## config.mk

```make
export PLATFORM = sky130hd
export DESIGN_NAME = cbspl_front
export DESIGN_NICKNAME = d
export VERILOG_FILES = /design/src/hw/rtl/cbspl_pkg.sv /design/src/hw/rtl/cbspl_front.sv
export SDC_FILE = /design/constraint.sdc
export NUM_CORES = 1
export LEC_CHECK = 0
export BUFFER_PORTS_ARGS = -buffer_cell sky130_fd_sc_hd__buf_2
export CAP_MARGIN = 20
export CORE_ASPECT_RATIO = 1.4
export CORE_MARGIN = 1
export CORE_UTILIZATION = 40
export CTS_CLUSTER_DIAMETER = 100
export DETAILED_ROUTE_END_ITERATION = 10
export GPL_TIMING_DRIVEN = 0
export PLACE_DENSITY = 0.67
export SKIP_LAST_GASP = 1
export SYNTH_ARGS = -nofsm -noshare
export SYNTH_HDL_FRONTEND = slang
export SYNTH_SLANG_ARGS = --single-unit
```

## constraint.sdc

```tcl
create_clock -name clock -period 3.68 [get_ports clock]
set_input_delay 0.368 -clock clock [delete_from_list [all_inputs] [get_ports clock]]
set_output_delay 0.368 -clock clock [all_outputs]
set_load 0.05 [all_outputs]
```

## src/hw/rtl/cbspl_pkg.sv

```systemverilog
// Shared types and constants for the cubic B-spline point generator.
// No dependencies.
`default_nettype none
package cbspl_pkg;
   localparam logic [1:0] MODE_PUSH  = 2'd0;
   localparam logic [1:0] MODE_STEP  = 2'd1;
   localparam logic [1:0] MODE_CLEAR = 2'd2;
   localparam int unsigned CSR_T_STEP = 0;
   localparam int unsigned TSTEP_RESET = 66;

   typedef enum logic [1:0] {
      OP_PUSH,
      OP_CLEAR,
      OP_STEP,
      OP_NONE
   } op_type;
endpackage
`default_nettype wire

```

## src/hw/rtl/cbspl_front.sv

```systemverilog
// Front end: command decode feeding a two-entry queue.
// Depends on cbspl_pkg.
`default_nettype none
module cbspl_front import cbspl_pkg::*; #(
   parameter int CB = 12
) (
   input  wire logic          clock,
   input  wire logic          reset,
   input  wire logic          req_push,
   output logic               req_full,
   input  wire logic [1:0]    req_mode,
   input  wire logic [CB-1:0] req_point_x,
   input  wire logic [CB-1:0] req_point_y,
   output logic               q_valid,
   input  wire logic          q_take,
   output op_type             q_op,
   output logic [CB-1:0]      q_x,
   output logic [CB-1:0]      q_y
);
   op_type          op_ff [2];
   logic [CB-1:0]   x_ff [2];
   logic [CB-1:0]   y_ff [2];
   logic [1:0]      cnt_ff, cnt_in;
   logic            rd_ff, wr_ff;
   op_type          dec;
   logic            acc;

   always_comb begin
      case (req_mode)
         MODE_PUSH:  dec = OP_PUSH;
         MODE_STEP:  dec = OP_STEP;
         MODE_CLEAR: dec = OP_CLEAR;
         default:    dec = OP_NONE;
      endcase
   end

   assign req_full = (cnt_ff == 2'd2);
   assign acc      = req_push && !req_full && dec != OP_NONE;
   assign q_valid  = (cnt_ff != 2'd0);
   assign q_op     = op_ff[rd_ff];
   assign q_x      = x_ff[rd_ff];
   assign q_y      = y_ff[rd_ff];
   assign cnt_in   = cnt_ff + {1'b0, acc} - {1'b0, q_take && q_valid};

   always_ff @(posedge clock) begin
      if (reset) begin
         cnt_ff <= '0;
         rd_ff  <= 1'b0;
         wr_ff  <= 1'b0;
      end else begin
         cnt_ff <= cnt_in;
         if (acc) begin
            wr_ff <= !wr_ff;
         end
         if (q_take && q_valid) begin
            rd_ff <= !rd_ff;
         end
      end
      if (acc) begin
         op_ff[wr_ff] <= dec;
         x_ff[wr_ff]  <= req_point_x;
         y_ff[wr_ff]  <= req_point_y;
      end
   end
endmodule
`default_nettype wire

```

==> key figures, run 1 <==
Finish
  • Final Cell Area: 0.00283 sq mm
  • # diodes: 0
  • Share of cells above drive strength 1: 0.503
  • Layout Area Growth over Synthesis: 29.2%
  • Nets: roughly 210
  • Finished Layout Cells: 251

Worst setup path
  • Required time of the critical path: 3.31 ns
  • Critical path capture point type: output pin
  • CP Class: reg -> out
  • CP Launch Type: register
  • Critical Path AT: 1.59 ns
  • Max FO, Critical Path: 10

CTS
  • Root Buffer: clkbuf_8
  • TritonCTS clock tree: built
  • Longest Clk Path Bufs: 2
  • H-tree Lvls: 3
  • Worst skew pair latency: 0.32 ns
  • Clock buffers created by TritonCTS: 9
  • CTS-repair resized insts: 0
  • Clock sink count: 57
  • Post-CTS Hold Fix Bufs: 0
  • Clock transition at path regs: roughly 0.06 ns
  • Post-CTS Setup Repair Bufs: 0

Floorplanning
  • Core Region: 0.00524 sq mm
  • Ports: 58
  • Die H: 89.5 um
  • Die area: 0.00577 sq mm
  • Die W: 64.5 um
  • Starting Density: 0.418
  • Std cell rows: 31

Drt
  • Drt first pass iters: 4
  • Wire per inst: 13.8 um
  • DRT antenna net count: 0
  • Vias: 1163
  • Post-Route WL: 3470 um
  • DRC: 0
  • DRT iter0 DRCs: 22
  • Vias per inst: 4.63

Timing
  • Post-route setup slack: 1.72 ns
  • Setup TNS: 0 ns
  • Highest Clock Rate: 0.510 GHz
  • Relative slew slack: 0.493
  • Worst-margin pin slew: ~0.76 ns
  • Min Tclk post-route: 1.96 ns
  • RSZ-0062 raised after global routing: no
  • Clock Skew: approximately 0.0053 ns
  • Hold Violations, Final: 0
  • Period Utilization, post-route: 0.533
  • Max-slew violations: 0
  • Final setup fails: 0
  • Final Hold Slack: roughly 0.24 ns

Global route
  • Total global routing overflow: 0
  • GRT Util Overall: 0.131
  • Vias in the first global route: 1173
  • Pin count of the biggest net entering global routing: 16
  • Initial antenna violation count: 0
  • Global-route wire length before repair: 5220 um

Outcome
  • Outcome: completed

Synthesis
  • Seq/Total Area, Yosys: 0.759
  • Synth top area cells: edfxtp_1, mux2_1, mux2_4
  • Yosys top cell by area: edfxtp_1
  • Syn Inst Count: 110
  • Synth warn: 0
  • Top cell type's share of synthesized area: 0.714
  • #FFs+latches synth: 57
  • Avg Synthesized Cell Area: 19.9 sq um
  • Mapped cell area: 0.00219 sq mm
  • Mapped Nets: 142
  • Synth cell types: 20

Placement
  • Worst setup slack after placement: ~1.8 ns
  • I/O Buffers: 57
  • Placed cell area: 0.00262 sq mm
  • Post-DP HPWL: around 2500 um
  • Final Wtd Congestion: 0.596
  • Cells after DPL: 235

Pwr
  • Power density cells: ~800 mW/mm^2
  • Peak supply drop: 0.448 mV
  • Leak: approximately 1.1 nW

Hold path
  • Hold crit path type: in -> reg

Job
  • Number of max-cap violations: 0
[power breakdown]
group	total, W	internal, W	switching [W]
Combinational	0.000879	0.000283	0.000596
Clock	0.000602	0.000377	0.000224
Sequential	0.000845	0.000812	0.0000326
Total	0.00232	0.00147	0.000852
[kinds of logic (layout without fill, tap and decap cells)]
| logic type | Yosys count | after routing | synth area share |
|---|---|---|---|
| flops | 57 | 57 | 0.759 |
| mux | 27 | 27 | 0.158 |
| simple gates | 14 | 14 | 0.0400 |
| buf+inv | 7 | 82 | 0.0194 |
| fa+ha+maj | 2 | 2 | 0.0114 |
| xor+xnor | 2 | 2 | 0.00801 |
| compound gates | 1 | 1 | 0.00400 |
[stage by stage]
| step | utilization | power (W) |
|---|---|---|
| finish | 0.540 | 0.00232 |
| global placement | 0.488 | 0.00170 |
| global route | 0.540 | 0.00242 |
| floorplan | - | 0.00155 |
| detailed placement | 0.500 | 0.00175 |
| CTS | 0.540 | 0.00236 |
[cell usage in the layout, fill, tap and decap left out]
cell	n
mux2_1	16
ha_1	2
edfxtp_1	52
clkbuf_1	3
nand3b_4	1
nand2_1	1
nor2_2	2
buf_6	2
nor2_1	5
clkbuf_8	9
xor2_1	1
buf_2	58
nor2b_4	1
dfxtp_1	5
or2_2	1
bufinv_16	2
inv_1	2
nor3_1	1
buf_16	2
mux2_4	11
and2_1	1
nor2b_1	1
clkinv_4	1
clkinv_2	2
o21a_2	1
clkinv_1	1
xnor2_1	1
[worst paths after layout]
| kind | startpoint | endpoint | slack, ns | cells after the start |
|---|---|---|---|---|
| setup / recovery | register | q_op[0] | 1.72 | 4 |
| hold / removal | req_point_y[10] | y_ff[1][10]$_DFFE_PP_ | 0.24 | 1 |
| setup reg to reg | cnt_ff[1]$_SDFF_PP0_ | y_ff[0][6]$_DFFE_PP_ | 1.89 | 4 |
| hold reg to reg | rd_ff$_SDFFE_PP0P_ | register | 0.52 | 2 |
[sequential cells by signal (all words and copies together) (netlist names), named ones only]
name / count
y_ff: 24
op_ff: 4
rd_ff: 1
cnt_ff: 2
wr_ff: 1
x_ff: 24
[layer usage]
| layer | track usage | vias to the layer above | wire, um |
|---|---|---|---|
| li1 | - | 557 | - |
| met3 | 0.0536 | 6 | 216 |
| met2 | 0.230 | 42 | 1890 |
| met5 | 0 | - | 0 |
| met4 | 0.0788 | 0 | 55 |
| met1 | 0.128 | 558 | 1300 |
[synth_stat cells]
master	instances
nor2_1	7
or2_2	1
buf_2	1
buf_6	2
mux2_4	11
xor2_1	1
nor3_1	1
dfxtp_1	5
nor2b_4	1
and2_1	1
nor2b_1	1
mux2_1	16
ha_1	2
inv_1	2
xnor2_1	1
o21a_2	1
nand2_1	1
edfxtp_1	52
clkbuf_1	2
nand3b_4	1
[area by class of cell]
| class | instances | area, sq um |
|---|---|---|
| Multi-Input combinational cell | 46 | 489 |
| Tap cell | 66 | 82.6 |
| Timing Repair Buffer | 59 | 340 |
| Inverter | 2 | 7.51 |
| Buffer | 5 | 35.0 |
| Fill cell | 447 | 2410 |
| Clock buffer | 10 | 128 |
| Clock inverter | 6 | 82.6 |
| Sequential cell | 57 | 1660 |
[worst max-delay path, stage by stage (launching register included)]
cell	delay, ns
dfxtp_1	0.30
buf_2	0.23
buf_6	0.19
mux2_1	0.34
buf_2	0.22
(Power assumes the default switching activity.)
==> run 2: changes to the inputs <==
ABC_AREA = 1   (was default)
clock period = 2 ns   (was 3.68 ns; I/O delays follow)
==> run 2 against run 1 <==
Compared with the run above: total power is 81% higher; non-clock buffer count unchanged; die area grew 2.6%; worst hold slack worse by 0.18 ns; utilization is 1.4 points higher; largest power group is now registers; design area grew 3.4%; combinational power increased by 60%; routed wire length increased by 7.2%; clock skew down 0.00076 ns.
==> key figures, run 2 <==
CTS
  • Root Buffer: clkbuf_8
  • Clock transition at path regs: 0.06 ns (about the same)
  • Longest Clk Path Bufs: 2 (unchanged)
  • Worst skew pair latency: 0.33 ns (about the same)
  • H-tree Lvls: 3 (unchanged)
  • TritonCTS clock tree: built
  • Clock sink count: 57 (unchanged)
  • Clock buffers created by TritonCTS: 9 (unchanged)

Worst setup path
  • Required time of the critical path: 2.22 ns (-1.09 ns)
  • Max FO, Critical Path: 4 (-6)
  • CP Launch Type: register
  • Critical path capture point type: register
  • Critical Path AT: 1.97 ns (+0.38 ns)
  • CP Class: reg -> reg

Synthesis
  • Yosys top cell by area: edfxtp_1
  • Syn Inst Count: 123 (+12%)
  • Top cell type's share of synthesized area: 0.695 (-0.0187)
  • Top-count cell post-synth: edfxtp_1
  • Avg Synthesized Cell Area: 18.3 sq um (-8.2%)
  • Mapped cell area: 0.00225 sq mm (+2.7%)
  • Mapped Nets: 155 (+9.2%)
  • Commonest cells in the netlist: edfxtp_1, mux2_4, nor2_1
  • Post-synth EDFFs: 52 (unchanged)
  • Most used DFF post-synth: edfxtp_1
  • Async SR Flop Fraction: 0 (unchanged)
  • #FFs+latches synth: 57 (unchanged)
  • Synth cell types: 15 (-25%)
  • Synth top area cells: edfxtp_1, mux2_4, dfxtp_1
  • Seq/Total Area, Yosys: 0.739 (-0.0199)
  • Synth warn: 0 (unchanged)

Finish
  • # fillers: 461 (+3.1%)
  • Most common cell after layout, fill and taps aside: buf_2
  • Most frequent cells in the layout: buf_2, edfxtp_1, mux2_4
  • # diodes: 0 (unchanged)
  • Layout Area Growth over Synthesis: 30.1%
  • Share of cells above drive strength 1: 0.535 (+0.0327)
  • Biggest regs: x_ff: 24 flops, y_ff: 24 flops, op_ff: 4 flops
  • Final core utilization: 0.554 (+0.0143)
  • Finished Layout Cells: 264 (+5.2%)
  • Nets: 225 (+6.1%)

Timing
  • Clock Skew: 0.00452 ns (-0.000760 ns)
  • Max-slew violations: 0 (unchanged)
  • Final setup fails: 0 (unchanged)
  • RSZ-0062 raised after global routing: no
  • Final Hold Slack: 0.0575 ns (-0.177 ns)
  • Min Tclk post-route: 1.75 ns
  • Relative slew slack: 0.681 (+0.189)
  • Period Utilization, post-route: 0.876
  • Hold Violations, Final: 0 (unchanged)
  • Highest Clock Rate: ~0.57 GHz
  • Worst-margin pin slew: 0.478 ns (-0.282 ns)

Placement
  • I/O Buffers: 57 (unchanged)
  • Final Wtd Congestion: 0.690 (+16%)
  • Cells after DPL: 247 (+5.1%)
  • Post-DP HPWL: 2640 um (+4.5%)

Global route
  • Pin count of the biggest net entering global routing: 27 (+11)
  • Global-route wire length before repair: 6020 um (+15%)
  • Vias in the first global route: 1310 (+12%)
  • Initial antenna violation count: 0 (unchanged)
  • Total global routing overflow: 0 (unchanged)
  • GRT Util Overall: 0.142 (+0.0117)

Drt
  • DRC: 0 (unchanged)
  • Drt first pass iters: 4 (unchanged)
  • Vias: 1219 (+4.8%)
  • Vias per inst: 4.62 (-0.35%)
  • DRT iter0 DRCs: 54 (+150%)
  • DRT antenna net count: 0 (unchanged)
  • Post-Route WL: 3710 um (+7.2%)
  • Wire per inst: 14.1 um (+1.9%)

Floorplanning
  • Die H: 90.7 um (+1.3%)
  • Die W: 65.3 um (+1.3%)
  • Starting Density: 0.426 (+0.00807)
  • Die area: 0.00593 sq mm (+2.6%)
  • Core Region: 0.00528 sq mm (+0.74%)
  • Ports: 58 (unchanged)
  • Std cell rows: 31 (unchanged)

Hold path
  • Hold crit path type: in -> reg

Outcome
  • Outcome: completed

Pwr
  • Leak: 1.19 nW (+5.7%)
  • Power density cells: 1440 mW/mm^2 (+75%)
  • Peak supply drop: 0.867 mV (+94%)

Job
  • Number of max-cap violations: 0 (unchanged)
## run 2: changes by cell type after synthesis, sizes merged, moves of 2 or more
cell   previous run  this run
nand2             1         9
inv               2         9
nor2              7        10
nand3             0         2
nor2b             2         0
## run 2: kinds of logic after synthesis
| logic type | Yosys count | share of synthesized area |
|---|---|---|
| AND/OR/NAND/NOR | 22 | 0.0390 |
| flip-flops | 57 | 0.739 |
| AO/OA/AOI/OAI | 2 | 0.00557 |
| multiplexers | 26 | 0.164 |
| adder cells (fa/ha/maj) | 2 | 0.0111 |
| buffers and inverters | 14 | 0.0412 |
## run 2: what timing repair did
item                       in CTS  in global routing
resized for setup               0                  1
setup buffers                   0                  0
hold buffers                    0                  0
setup endpoints to repair       0                 16
## run 2: stage by stage
step / setup WS, ns / cell area [sq um] / power [W] / TNS (ns)
CTS: 0.0714 / 2890 / 0.00423 / 0
global route: 0.0788 / 2920 / 0.00437 / 0
floorplan: 0.150 / 2250 / 0.00265 / 0
detailed placement: 0.0827 / 2650 / 0.00295 / 0
global placement: -0.0492 / 2620 / 0.00287 / -1.26
finish: 0.249 / 2920 / 0.00420 / 0
## run 2: path summary, 6_finish.rpt
path                             start                   end  slack [ns]  cells after the start
setup / recovery  cnt_ff[1]$_SDFF_PP0_  cnt_ff[1]$_SDFF_PP0_        0.25                     11
hold / removal                   reset  cnt_ff[0]$_SDFF_PP0_        0.06                      2
setup reg to reg  cnt_ff[1]$_SDFF_PP0_  cnt_ff[1]$_SDFF_PP0_        0.25                     11
hold reg to reg     rd_ff$_SDFFE_PP0P_              register        0.51                      2
## run 2: critical path, cell delays in order, from the launching register on
cell and delay [ns]:
dfxtp_1 0.34, inv_1 0.13, nor2_2 0.06, nor2_1 0.16, inv_1 0.11, ha_1 0.30, inv_1 0.04, ha_1 0.19
inv_1 0.06, nand2_1 0.06, a21oi_1 0.15, nor2_1 0.06
## run 2: layout make-up
cell class / instances / area (sq um) / area share
sequential: 57 / 1660 / 0.568
clock inverter: 7 / 119 / 0.0407
multi-input combinational: 52 / 503 / 0.172
tap: 66 / 82.6 / 0.0283
timing repair buffer: 59 / 340 / 0.116
inverter: 9 / 33.8 / 0.0116
buffer: 5 / 58.8 / 0.0201
clock buffer: 9 / 124 / 0.0424
## run 2: per-layer routing
| layer | GRT usage | wire (um) | vias to the layer above |
|---|---|---|---|
| li1 | - | - | 588 |
| met1 | 0.132 | 1310 | 577 |
| met5 | 0 | 0 | - |
| met3 | 0.0593 | 211 | 10 |
| met4 | 0.0815 | 90 | 0 |
| met2 | 0.251 | 2100 | 44 |
## run 2: power breakdown
group / switching [W] / internal, W
registers: 0.0000538 / 0.00146
clock network: 0.000448 / 0.000826
logic: 0.000923 / 0.000483
total: 0.00142 / 0.00277
